$ cat src/sv/mbat_pkg.sv
// ----------------------------------------------------------------------------
// mbat_pkg
// Shared types, codes and helpers for the cartridge bank access translator.
// ----------------------------------------------------------------------------
package mbat_pkg;

    localparam int unsigned MAX_RESULTS = 4;

    typedef logic [1:0] t_kind;

    localparam t_kind KIND_WRITE  = 2'd0;
    localparam t_kind KIND_RUN    = 2'd1;
    localparam t_kind KIND_REJECT = 2'd2;

    localparam logic [15:0] ADDR_RAM_ENABLE   = 16'h0000;
    localparam logic [15:0] ADDR_ROM_BANK_SEL = 16'h2000;
    localparam logic [15:0] ADDR_MBC2_ROM_SEL = 16'h2100;
    localparam logic [15:0] ADDR_MBC5_ROM_HI  = 16'h3000;
    localparam logic [15:0] ADDR_RAM_BANK_SEL = 16'h4000;

    localparam logic [7:0] RAM_ENABLE_KEY  = 8'h0A;
    localparam logic [7:0] RAM_DISABLE_KEY = 8'h00;

    localparam logic [1:0] ROM_SWITCH_TOP = 2'b01;   // 0x4000 window
    localparam logic [2:0] RAM_WINDOW_TOP = 3'b101;  // 0xA000 window

    localparam logic [23:0] ROM_PLAIN_END = 24'h00_8000;
    localparam logic [23:0] ROM_FIXED_END = 24'h00_4000;
    localparam logic [23:0] RAM_BANK_END  = 24'h00_2000;
    localparam logic [23:0] MBC2_RAM_END  = 24'h00_0200;
    localparam logic [15:0] ROM_BANK_SIZE = 16'h4000;
    localparam logic [15:0] RAM_BANK_SIZE = 16'h2000;

    localparam logic [15:0] RAM_WINDOW_BASE = 16'hA000;

    typedef enum logic [2:0] {
        MAP_NONE = 3'd0,
        MAP_MBC1 = 3'd1,
        MAP_MBC2 = 3'd2,
        MAP_MBC3 = 3'd3,
        MAP_MBC5 = 3'd5,
        MAP_MBC7 = 3'd7
    } t_mapper;

    typedef struct packed {
        t_kind       kind;
        logic [15:0] bus_address;
        logic [7:0]  write_value;
        logic [14:0] run_length;
        logic        fill_high_nibble;
        logic        last;
    } t_result;

    typedef struct packed {
        t_result [MAX_RESULTS-1:0] res;
        logic [1:0]                last_idx;
    } t_plan;

    function automatic t_mapper f_mapper(logic [7:0] cart);
        t_mapper m;
        m = MAP_NONE;
        case (cart) inside
            [8'h01:8'h03]: m = MAP_MBC1;
            [8'h05:8'h06]: m = MAP_MBC2;
            [8'h0F:8'h13]: m = MAP_MBC3;
            [8'h19:8'h1E]: m = MAP_MBC5;
            8'h22:         m = MAP_MBC7;
            default:       m = MAP_NONE;
        endcase
        return m;
    endfunction

    function automatic t_result f_write(logic [15:0] a, logic [7:0] v, logic l);
        t_result r;
        r.kind             = KIND_WRITE;
        r.bus_address      = a;
        r.write_value      = v;
        r.run_length       = '0;
        r.fill_high_nibble = 1'b0;
        r.last             = l;
        return r;
    endfunction

    function automatic t_result f_run(logic [15:0] a, logic [14:0] len, logic fill,
                                      logic l);
        t_result r;
        r.kind             = KIND_RUN;
        r.bus_address      = a;
        r.write_value      = '0;
        r.run_length       = len;
        r.fill_high_nibble = fill;
        r.last             = l;
        return r;
    endfunction

    function automatic t_result f_reject();
        t_result r;
        r.kind             = KIND_REJECT;
        r.bus_address      = '0;
        r.write_value      = '0;
        r.run_length       = '0;
        r.fill_high_nibble = 1'b0;
        r.last             = 1'b1;
        return r;
    endfunction

endpackage

$ cat src/sv/mbat_if.sv
// ----------------------------------------------------------------------------
// mbat request and result channels
// Valid/ready channels carrying one request beat and one result beat.
// ----------------------------------------------------------------------------
interface mbat_req_if;
    logic        valid;
    logic        ready;
    logic        command;
    logic [22:0] cart_address;
    logic [14:0] byte_count;

    modport source (output valid, output command, output cart_address,
                    output byte_count, input ready);
    modport sink   (input valid, input command, input cart_address,
                    input byte_count, output ready);
endinterface

interface mbat_rsp_if;
    logic        valid;
    logic        ready;
    logic [1:0]  kind;
    logic [15:0] bus_address;
    logic [7:0]  write_value;
    logic [14:0] run_length;
    logic        fill_high_nibble;
    logic        last;

    modport source (output valid, output kind, output bus_address,
                    output write_value, output run_length,
                    output fill_high_nibble, output last, input ready);
    modport sink   (input valid, input kind, input bus_address,
                    input write_value, input run_length,
                    input fill_high_nibble, input last, output ready);
endinterface

$ cat src/sv/mbat_bank_access_translator_unit.sv
// ----------------------------------------------------------------------------
// mbc_bank_access_translator_unit
// Turns cartridge ROM/RAM read requests into ordered bus write and read beats.
// ----------------------------------------------------------------------------
// a request beat is classified in the cycle it is taken and its one to four
// result beats go into a two-entry plan queue; the result sequencer then
// sends one result beat per cycle from an output register while the sink is
// ready, and requests are taken every cycle while the queue has room; the
// mapper is decoded from cart_type, written through i_cfg_we / i_cfg_wdata
module mbc_bank_access_translator_unit (
    input  logic       i_clk,
    input  logic       i_rst_n,
    input  logic       i_cfg_we,
    input  logic [7:0] i_cfg_wdata,
    mbat_req_if.sink   i_req,
    mbat_rsp_if.source o_rsp
);

    logic [7:0]      r_cart_type;
    logic            push;
    logic            push_ready;
    logic            pop;
    logic            empty;
    mbat_pkg::t_plan plan;
    mbat_pkg::t_plan head;

    always_ff @(posedge i_clk) begin
        if (!i_rst_n) begin
            r_cart_type <= 8'h00;
        end else if (i_cfg_we) begin
            r_cart_type <= i_cfg_wdata;
        end
    end

    mbat_front u_front (
        .i_cart_type  (r_cart_type),
        .i_req        (i_req),
        .o_push       (push),
        .o_plan       (plan),
        .i_push_ready (push_ready)
    );

    mbat_queue u_queue (
        .i_clk   (i_clk),
        .i_rst_n (i_rst_n),
        .i_push  (push),
        .i_plan  (plan),
        .o_ready (push_ready),
        .i_pop   (pop),
        .o_empty (empty),
        .o_head  (head)
    );

    mbat_back u_back (
        .i_clk   (i_clk),
        .i_rst_n (i_rst_n),
        .i_empty (empty),
        .i_head  (head),
        .o_pop   (pop),
        .o_rsp   (o_rsp)
    );

`ifndef NO_ASSERTIONS
    a_reset_idle: assert property (@(posedge i_clk)
        !i_rst_n |=> !o_rsp.valid)
        else $error("result beat right after reset");

    a_reject_alone: assert property (@(posedge i_clk) disable iff (!i_rst_n)
        o_rsp.valid && o_rsp.kind == mbat_pkg::KIND_REJECT
        |-> o_rsp.last && o_rsp.run_length == '0)
        else $error("reject beat not final or has a run length");

    a_fill_ram_run: assert property (@(posedge i_clk) disable iff (!i_rst_n)
        o_rsp.valid && o_rsp.fill_high_nibble
        |-> o_rsp.kind == mbat_pkg::KIND_RUN
            && o_rsp.bus_address[15:13] == mbat_pkg::RAM_WINDOW_TOP)
        else $error("nibble fill outside a ram read run");

    a_write_no_len: assert property (@(posedge i_clk) disable iff (!i_rst_n)
        o_rsp.valid && o_rsp.kind == mbat_pkg::KIND_WRITE |-> o_rsp.run_length == '0)
        else $error("bus write beat with a run length");
`endif

endmodule

$ cat src/sv/mbat_front.sv
// ----------------------------------------------------------------------------
// mbat_front
// Classifies a request beat against the mapper and builds its result plan.
// ----------------------------------------------------------------------------
module mbat_front (
    input  logic [7:0]      i_cart_type,
    mbat_req_if.sink        i_req,
    output logic            o_push,
    output mbat_pkg::t_plan o_plan,
    input  logic            i_push_ready
);

    mbat_pkg::t_mapper m;
    logic [22:0] a;
    logic [14:0] c;
    logic [23:0] lin_end;
    logic [15:0] rom_off_end;
    logic [15:0] ram_off_end;
    logic [8:0]  rom_bank;
    logic [9:0]  ram_bank;
    logic [15:0] rom_run_addr;
    logic [15:0] ram_run_addr;

    assign m            = mbat_pkg::f_mapper(i_cart_type);
    assign a            = i_req.cart_address;
    assign c            = i_req.byte_count;
    assign lin_end      = {1'b0, a} + {9'b0, c};
    assign rom_off_end  = {2'b0, a[13:0]} + {1'b0, c};
    assign ram_off_end  = {3'b0, a[12:0]} + {1'b0, c};
    assign rom_bank     = a[22:14];
    assign ram_bank     = a[22:13];
    assign rom_run_addr = {mbat_pkg::ROM_SWITCH_TOP, a[13:0]};
    assign ram_run_addr = {mbat_pkg::RAM_WINDOW_TOP, a[12:0]};

    assign i_req.ready = i_push_ready;
    assign o_push      = i_req.valid && i_push_ready;

    always_comb begin
        o_plan          = '0;
        o_plan.res[0]   = mbat_pkg::f_reject();
        o_plan.last_idx = 2'd0;
        if (c == '0) begin
            o_plan.res[0] = mbat_pkg::f_reject();
        end else if (!i_req.command) begin
            if (m == mbat_pkg::MAP_NONE) begin
                if (lin_end <= mbat_pkg::ROM_PLAIN_END) begin
                    o_plan.res[0] = mbat_pkg::f_run(a[15:0], c, 1'b0, 1'b1);
                end
            end else if (a < 23'(mbat_pkg::ROM_FIXED_END)) begin
                if (lin_end <= mbat_pkg::ROM_FIXED_END) begin
                    o_plan.res[0] = mbat_pkg::f_run(a[15:0], c, 1'b0, 1'b1);
                end
            end else if (rom_off_end <= mbat_pkg::ROM_BANK_SIZE) begin
                case (m)
                    mbat_pkg::MAP_MBC1: begin
                        if (rom_bank <= 9'h01F) begin
                            o_plan.res[0] = mbat_pkg::f_write(
                                mbat_pkg::ADDR_ROM_BANK_SEL, rom_bank[7:0], 1'b0);
                            o_plan.res[1] = mbat_pkg::f_run(rom_run_addr, c, 1'b0, 1'b1);
                            o_plan.last_idx = 2'd1;
                        end
                    end
                    mbat_pkg::MAP_MBC2: begin
                        if (rom_bank <= 9'h00F) begin
                            o_plan.res[0] = mbat_pkg::f_write(
                                mbat_pkg::ADDR_MBC2_ROM_SEL, rom_bank[7:0], 1'b0);
                            o_plan.res[1] = mbat_pkg::f_run(rom_run_addr, c, 1'b0, 1'b1);
                            o_plan.last_idx = 2'd1;
                        end
                    end
                    mbat_pkg::MAP_MBC5: begin
                        o_plan.res[0] = mbat_pkg::f_write(
                            mbat_pkg::ADDR_ROM_BANK_SEL, rom_bank[7:0], 1'b0);
                        o_plan.res[1] = mbat_pkg::f_write(
                            mbat_pkg::ADDR_MBC5_ROM_HI, {7'b0, rom_bank[8]}, 1'b0);
                        o_plan.res[2] = mbat_pkg::f_run(rom_run_addr, c, 1'b0, 1'b1);
                        o_plan.last_idx = 2'd2;
                    end
                    default: begin
                        if (!rom_bank[8]) begin
                            o_plan.res[0] = mbat_pkg::f_write(
                                mbat_pkg::ADDR_ROM_BANK_SEL, rom_bank[7:0], 1'b0);
                            o_plan.res[1] = mbat_pkg::f_run(rom_run_addr, c, 1'b0, 1'b1);
                            o_plan.last_idx = 2'd1;
                        end
                    end
                endcase
            end
        end else begin
            case (m)
                mbat_pkg::MAP_NONE: begin
                    if (lin_end <= mbat_pkg::RAM_BANK_END) begin
                        o_plan.res[0] = mbat_pkg::f_run(ram_run_addr, c, 1'b0, 1'b1);
                    end
                end
                mbat_pkg::MAP_MBC2: begin
                    if (lin_end <= mbat_pkg::MBC2_RAM_END) begin
                        o_plan.res[0] = mbat_pkg::f_write(mbat_pkg::ADDR_RAM_ENABLE,
                                                          mbat_pkg::RAM_ENABLE_KEY, 1'b0);
                        o_plan.res[1] = mbat_pkg::f_run(ram_run_addr, c, 1'b1, 1'b0);
                        o_plan.res[2] = mbat_pkg::f_write(mbat_pkg::ADDR_RAM_ENABLE,
                                                          mbat_pkg::RAM_DISABLE_KEY, 1'b1);
                        o_plan.last_idx = 2'd2;
                    end
                end
                mbat_pkg::MAP_MBC1: begin
                    if (lin_end <= mbat_pkg::RAM_BANK_END) begin
                        o_plan.res[0] = mbat_pkg::f_write(mbat_pkg::ADDR_RAM_ENABLE,
                                                          mbat_pkg::RAM_ENABLE_KEY, 1'b0);
                        o_plan.res[1] = mbat_pkg::f_run(ram_run_addr, c, 1'b0, 1'b0);
                        o_plan.res[2] = mbat_pkg::f_write(mbat_pkg::ADDR_RAM_ENABLE,
                                                          mbat_pkg::RAM_DISABLE_KEY, 1'b1);
                        o_plan.last_idx = 2'd2;
                    end
                end
                mbat_pkg::MAP_MBC3, mbat_pkg::MAP_MBC5: begin
                    if ((ram_bank <= ((m == mbat_pkg::MAP_MBC3) ? 10'd7 : 10'd15))
                        && (ram_off_end <= mbat_pkg::RAM_BANK_SIZE)) begin
                        o_plan.res[0] = mbat_pkg::f_write(mbat_pkg::ADDR_RAM_BANK_SEL,
                                                          ram_bank[7:0], 1'b0);
                        o_plan.res[1] = mbat_pkg::f_write(mbat_pkg::ADDR_RAM_ENABLE,
                                                          mbat_pkg::RAM_ENABLE_KEY, 1'b0);
                        o_plan.res[2] = mbat_pkg::f_run(ram_run_addr, c, 1'b0, 1'b0);
                        o_plan.res[3] = mbat_pkg::f_write(mbat_pkg::ADDR_RAM_ENABLE,
                                                          mbat_pkg::RAM_DISABLE_KEY, 1'b1);
                        o_plan.last_idx = 2'd3;
                    end
                end
                default: begin
                    o_plan.res[0] = mbat_pkg::f_reject();
                end
            endcase
        end
    end

endmodule

$ cat src/sv/mbat_queue.sv
// ----------------------------------------------------------------------------
// mbat_queue
// Two-entry plan queue decoupling the classifier from the result sequencer.
// ----------------------------------------------------------------------------
module mbat_queue (
    input  logic            i_clk,
    input  logic            i_rst_n,
    input  logic            i_push,
    input  mbat_pkg::t_plan i_plan,
    output logic            o_ready,
    input  logic            i_pop,
    output logic            o_empty,
    output mbat_pkg::t_plan o_head
);

    mbat_pkg::t_plan r_mem [2];
    logic            r_wr_ptr, n_wr_ptr;
    logic            r_rd_ptr, n_rd_ptr;
    logic [1:0]      r_count, n_count;

    assign o_ready = (r_count != 2'd2);
    assign o_empty = (r_count == 2'd0);
    assign o_head  = r_mem[r_rd_ptr];

    always_comb begin
        n_wr_ptr = r_wr_ptr ^ i_push;
        n_rd_ptr = r_rd_ptr ^ i_pop;
        n_count  = r_count + {1'b0, i_push} - {1'b0, i_pop};
    end

    always_ff @(posedge i_clk) begin
        if (!i_rst_n) begin
            r_wr_ptr <= 1'b0;
            r_rd_ptr <= 1'b0;
            r_count  <= 2'd0;
        end else begin
            r_wr_ptr <= n_wr_ptr;
            r_rd_ptr <= n_rd_ptr;
            r_count  <= n_count;
        end
    end

    always_ff @(posedge i_clk) begin
        if (i_push) begin
            r_mem[r_wr_ptr] <= i_plan;
        end
    end

endmodule

$ cat src/sv/mbat_back.sv
// ----------------------------------------------------------------------------
// mbat_back
// Steps through the head plan and drives one result beat per cycle while the sink is ready.
// ----------------------------------------------------------------------------
module mbat_back (
    input  logic            i_clk,
    input  logic            i_rst_n,
    input  logic            i_empty,
    input  mbat_pkg::t_plan i_head,
    output logic            o_pop,
    mbat_rsp_if.source      o_rsp
);

    logic              r_valid, n_valid;
    logic [1:0]        r_idx, n_idx;
    mbat_pkg::t_result r_res;
    logic              load;

    assign load  = !i_empty && (!r_valid || o_rsp.ready);
    assign o_pop = load && (r_idx == i_head.last_idx);

    always_comb begin
        n_valid = r_valid;
        n_idx   = r_idx;
        if (load) begin
            n_valid = 1'b1;
            n_idx   = o_pop ? 2'd0 : r_idx + 2'd1;
        end else if (o_rsp.ready) begin
            n_valid = 1'b0;
        end
    end

    always_ff @(posedge i_clk) begin
        if (!i_rst_n) begin
            r_valid <= 1'b0;
            r_idx   <= 2'd0;
        end else begin
            r_valid <= n_valid;
            r_idx   <= n_idx;
        end
    end

    always_ff @(posedge i_clk) begin
        if (load) begin
            r_res <= i_head.res[r_idx];
        end
    end

    assign o_rsp.valid            = r_valid;
    assign o_rsp.kind             = r_res.kind;
    assign o_rsp.bus_address      = r_res.bus_address;
    assign o_rsp.write_value      = r_res.write_value;
    assign o_rsp.run_length       = r_res.run_length;
    assign o_rsp.fill_high_nibble = r_res.fill_high_nibble;
    assign o_rsp.last             = r_res.last;

endmodule

$ cat src/flat_wrapper.sv
// flat-port wrapper written by rule: the top's interface ports become plain ports
module mbc_bank_access_translator_unit_flat 
  (i_clk, i_rst_n, i_cfg_we, i_cfg_wdata, i_req_valid, i_req_command, i_req_cart_address, i_req_byte_count, i_req_ready, o_rsp_valid, o_rsp_kind, o_rsp_bus_address, o_rsp_write_value, o_rsp_run_length, o_rsp_fill_high_nibble, o_rsp_last, o_rsp_ready);
  mbat_req_if i_req_i ();
  mbat_rsp_if o_rsp_i ();
  input  logic i_clk;
  input  logic i_rst_n;
  input  logic i_cfg_we;
  input  logic [7:0] i_cfg_wdata;
  input wire logic [$bits(i_req_i.valid)-1:0] i_req_valid;
  input wire logic [$bits(i_req_i.command)-1:0] i_req_command;
  input wire logic [$bits(i_req_i.cart_address)-1:0] i_req_cart_address;
  input wire logic [$bits(i_req_i.byte_count)-1:0] i_req_byte_count;
  output wire logic [$bits(i_req_i.ready)-1:0] i_req_ready;
  output wire logic [$bits(o_rsp_i.valid)-1:0] o_rsp_valid;
  output wire logic [$bits(o_rsp_i.kind)-1:0] o_rsp_kind;
  output wire logic [$bits(o_rsp_i.bus_address)-1:0] o_rsp_bus_address;
  output wire logic [$bits(o_rsp_i.write_value)-1:0] o_rsp_write_value;
  output wire logic [$bits(o_rsp_i.run_length)-1:0] o_rsp_run_length;
  output wire logic [$bits(o_rsp_i.fill_high_nibble)-1:0] o_rsp_fill_high_nibble;
  output wire logic [$bits(o_rsp_i.last)-1:0] o_rsp_last;
  input wire logic [$bits(o_rsp_i.ready)-1:0] o_rsp_ready;
  assign i_req_i.valid = i_req_valid;
  assign i_req_i.command = i_req_command;
  assign i_req_i.cart_address = i_req_cart_address;
  assign i_req_i.byte_count = i_req_byte_count;
  assign i_req_ready = i_req_i.ready;
  assign o_rsp_valid = o_rsp_i.valid;
  assign o_rsp_kind = o_rsp_i.kind;
  assign o_rsp_bus_address = o_rsp_i.bus_address;
  assign o_rsp_write_value = o_rsp_i.write_value;
  assign o_rsp_run_length = o_rsp_i.run_length;
  assign o_rsp_fill_high_nibble = o_rsp_i.fill_high_nibble;
  assign o_rsp_last = o_rsp_i.last;
  assign o_rsp_i.ready = o_rsp_ready;
  mbc_bank_access_translator_unit u_core (.i_clk(i_clk), .i_rst_n(i_rst_n), .i_cfg_we(i_cfg_we), .i_cfg_wdata(i_cfg_wdata), .i_req(i_req_i), .o_rsp(o_rsp_i));
endmodule
$ cat config.mk
export PLATFORM = sky130hd
export DESIGN_NAME = mbc_bank_access_translator_unit_flat
export DESIGN_NICKNAME = d
export VERILOG_FILES = /design/src/sv/mbat_pkg.sv /design/src/sv/mbat_if.sv /design/src/sv/mbat_bank_access_translator_unit.sv /design/src/sv/mbat_front.sv /design/src/sv/mbat_queue.sv /design/src/sv/mbat_back.sv /design/src/flat_wrapper.sv
export SDC_FILE = /design/constraint.sdc
export NUM_CORES = 1
export LEC_CHECK = 0
export BUFFER_PORTS_ARGS = -buffer_cell sky130_fd_sc_hd__buf_2
export CORE_MARGIN = 10
export CORE_UTILIZATION = 46
export DETAILED_ROUTE_END_ITERATION = 8
export PLACE_DENSITY_LB_ADDON = 0.3
export SETUP_SLACK_MARGIN = 0.02
export SYNTH_ARGS = -nofsm -noshare
export SYNTH_HDL_FRONTEND = slang
export SYNTH_SLANG_ARGS = --single-unit
$ cat constraint.sdc
create_clock -name i_clk -period 5.1 [get_ports i_clk]
set_input_delay 1.02 -clock i_clk [delete_from_list [all_inputs] [get_ports i_clk]]
set_output_delay 1.02 -clock i_clk [all_outputs]
set_load 0.01 [all_outputs]
==> metrics.json <==
{
  "run_status": {
    "status": "completed"
  },
  "cts": {
    "postCtsSetupBuffers": 0,
    "cts_tree": "done",
    "ctsHtreeMaxLevel": 1,
    "cts_hold_buf": 0,
    "numCtsBuffers": 30,
    "path_clk_slew_ps": 60,
    "worst_skew_late_latency_ps": 560,
    "cts_buffer_depth": 3,
    "numClockSinks": 283,
    "clock_tree.root_cell": "sky130_fd_sc_hd__clkbuf_16",
    "ctsResizeCount": 0
  },
  "logic_synthesis": {
    "synthArstFlopShare": 0,
    "yosysTopAreaCellShare": 0.617,
    "synth_flop_cell": "sky130_fd_sc_hd__edfxtp_1",
    "ys_ff_latch": 283,
    "synth_cell_type_count": 66,
    "syn-mean-instance-area_sq_um": 14.1,
    "syn_nets": 997,
    "synth_enable_flop_cells": 267,
    "netlist_area_sq_um": 13000,
    "yosysTopAreaCell": "sky130_fd_sc_hd__edfxtp_1",
    "netlist_instances": 924,
    "synth-seq-area-share": 0.641,
    "synth-warning-count": 0,
    "synthTopCellsByArea": "sky130_fd_sc_hd__edfxtp_1, sky130_fd_sc_hd__mux4_2, sky130_fd_sc_hd__mux2i_1"
  },
  "global_route": {
    "first_global_vias": 7970,
    "grt_first_pass_wirelength_mm": 45.3,
    "antenna_violations_before_repair": 0,
    "grt_overflow": 0,
    "grtUsageTotal": 0.160,
    "grt_max_degree": 62
  },
  "worst_setup_path": {
    "critPathMaxFanout": 29,
    "cp.required_ps": 5450,
    "timing.critical_path.from_type": "input port",
    "timing.critical_path.arrival_ps": 4950,
    "worst_setup_path_end_kind": "flop",
    "timing.setup.critical_path_class": "input port to flop"
  },
  "final_layout": {
    "stdcell_count": 1429,
    "num-fill-cells": 2285,
    "layout_common_cells": "sky130_fd_sc_hd__edfxtp_1, sky130_fd_sc_hd__buf_2, sky130_fd_sc_hd__nor2b_1",
    "finish.net_count": 1101,
    "layout.core_utilization": 0.538,
    "layout-drive-gt1-share": 0.206,
    "antenna_cells": 0,
    "flow.area_growth_from_synthesis_pct": 15.2,
    "layout_commonest_cell": "sky130_fd_sc_hd__edfxtp_1"
  },
  "place": {
    "placement.setup.worst_slack_ps": 6.73,
    "placed_cells": 1374,
    "dp.final_hpwl_mm": 18.9,
    "gp_routability_congestion": 0.880,
    "portBuffers": 96
  },
  "sta": {
    "min_cycle_time_layout_ps": 4600,
    "max_slew.worst_pin.slew_ps": 1090,
    "hold_violations": 0,
    "timing.final.crit_share": 0.901,
    "clock.fmax_mhz": 218,
    "setup-tns-final_ps": 0,
    "max-slew-margin-rel": 0.274,
    "fin_worst_skew_ps": 14.4,
    "final_worst_hold_slack_ps": 540,
    "rsz0062_at_grt": "false",
    "setup_viol_count_final": 0,
    "timing.final.ws_setup_ps": 503,
    "maxSlewViolCount": 0
  },
  "min_path": {
    "timing.hold.worst.class": "flop to flop"
  },
  "floorplan": {
    "die_height_um": 188,
    "fp-row-count": 61,
    "ios": 97,
    "core_area_sq_um": 27900,
    "dieArea_sq_um": 35400,
    "die-width_um": 188,
    "initial_core_utilization": 0.467
  },
  "detailed_routing": {
    "maxUsedRoutingLayer": "met4",
    "drc": 0,
    "drt_iter0_markers": 559,
    "antenna_left": 0,
    "drt_pass1_iterations": 5,
    "num_vias": 7998,
    "route.met2.wl_mm": 14.5,
    "met3_wire_len_mm": 1.39,
    "detail_routed_net_length_per_standard_cell_um": 20.3,
    "vias_per_cell": 5.60,
    "postRouteWirelength_mm": 29.1,
    "wl_met1_mm": 12.6
  },
  "power_and_ir_drop": {
    "total_leakage_power_uw": 0.00533,
    "power_density_nw_per_um2": 492,
    "max-vdd-ir-drop_mv": 0.289
  },
  "job": {
    "cap_violations": 0
  }
}
[power by group]
group          internal (uW)  total, uW  switching [uW]  leakage (uW)
Combinational            803       1930            1120       0.00216
Clock                   1230       2120             888      0.000466
Sequential              3170       3320             151       0.00271
Total                   5200       7370            2160       0.00533
[critical path, stage by stage]
cell and delay [ps]:
sky130_fd_sc_hd__buf_2 120, sky130_fd_sc_hd__ha_1 170, sky130_fd_sc_hd__inv_1 60, sky130_fd_sc_hd__fa_1 390, sky130_fd_sc_hd__nand2b_1 190, sky130_fd_sc_hd__a21oi_1 190
sky130_fd_sc_hd__xnor2_1 160, sky130_fd_sc_hd__or4b_1 450, sky130_fd_sc_hd__or4b_4 540, sky130_fd_sc_hd__nor4b_1 380, sky130_fd_sc_hd__o2111ai_1 170, sky130_fd_sc_hd__and2_1 240
sky130_fd_sc_hd__nor2_1 200, sky130_fd_sc_hd__a21boi_4 290, sky130_fd_sc_hd__nor3b_1 360
[flip-flops by register name, summed over array words and instances (netlist names), named ones only]
signal                                cells
u_core.u_back.o_rsp.write_value           8
u_core.u_queue.r_wr_ptr                   1
u_core.r_cart_type                        8
u_core.u_back.o_rsp.valid                 1
u_core.u_queue.r_mem                    224
u_core.u_back.o_rsp.fill_high_nibble      1
u_core.u_back.o_rsp.run_length           15
u_core.u_back.o_rsp.last                  1
u_core.u_back.o_rsp.bus_address          16
u_core.u_back.o_rsp.kind                  2
u_core.u_queue.r_rd_ptr                   1
u_core.u_queue.r_count                    2
u_core.u_back.r_idx                       2
[routing by layer]
| metal | up-vias | track usage |
|---|---|---|
| met3 | 42 | 0.0249 |
| li1 | 3747 | - |
| met5 | - | 0 |
| met2 | 216 | 0.268 |
| met1 | 3993 | 0.210 |
| met4 | 0 | 0.0452 |
[area by class of cell]
cell class | instances | area, sq um | area share
clock inverter | 21 | 201 | 0.0134
multi-input combinational | 544 | 4320 | 0.289
sequential | 283 | 8340 | 0.557
tap | 378 | 473 | 0.0316
timing repair buffer | 121 | 693 | 0.0463
inverter | 48 | 180 | 0.0120
clock buffer | 34 | 766 | 0.0511
[cell families (layout without fill, tap and decap cells)]
kind of cell,Yosys count,after routing,share of synthesized area
muxes,91,91,0.102
adders and majority gates,21,21,0.0208
buffers and inverters,97,224,0.0297
xor gates and xnor gates,19,19,0.0128
DFF,283,283,0.641
AOI/OAI and AO/OA,150,150,0.0777
and+or+nand+nor,263,263,0.116
[synth_stat cells, types with 6 or more instances]
cell and number:
sky130_fd_sc_hd__a31oi_1 10, sky130_fd_sc_hd__and3_1 11, sky130_fd_sc_hd__dfxtp_1 16, sky130_fd_sc_hd__and2_1 43, sky130_fd_sc_hd__a21o_1 9, sky130_fd_sc_hd__a21oi_1 27
sky130_fd_sc_hd__o211ai_1 6, sky130_fd_sc_hd__ha_1 20, sky130_fd_sc_hd__o22ai_1 31, sky130_fd_sc_hd__buf_1 7, sky130_fd_sc_hd__xnor2_1 12, sky130_fd_sc_hd__o21a_1 9
sky130_fd_sc_hd__clkbuf_1 36, sky130_fd_sc_hd__nand3_1 10, sky130_fd_sc_hd__nand2_1 26, sky130_fd_sc_hd__nor4_1 7, sky130_fd_sc_hd__nand4_1 10, sky130_fd_sc_hd__mux4_2 33
sky130_fd_sc_hd__nor2b_1 56, sky130_fd_sc_hd__mux2i_1 55, sky130_fd_sc_hd__nor2_1 41, sky130_fd_sc_hd__edfxtp_1 267, sky130_fd_sc_hd__nand2b_1 8, sky130_fd_sc_hd__nor3b_1 16
sky130_fd_sc_hd__nor3_1 15, sky130_fd_sc_hd__inv_1 48, sky130_fd_sc_hd__o21ai_0 17, sky130_fd_sc_hd__xor2_1 7
[metrics by stage]
stage	instance area [sq um]	total power, uW
after detailed placement	14000	5330
after floorplan	13000	4710
after global placement	14000	5300
after CTS	15000	7460
after global routing	15000	7740
final	15000	7370
[final timing paths]
check / start / end / slack, ps / depth (start not counted)
setup / recovery: i_req_byte_count[0] / u_core.u_queue.r_mem[1][39] / 500 / 15
hold / removal: u_core.r_cart_type[6] / u_core.r_cart_type[6] / 540 / 2
setup reg to reg: u_core.r_cart_type[0] / u_core.u_queue.r_mem[0][16] / 1890 / 8
hold reg to reg: u_core.r_cart_type[6] / u_core.r_cart_type[6] / 540 / 2
Note: power is estimated with default switching activity, not from simulation.
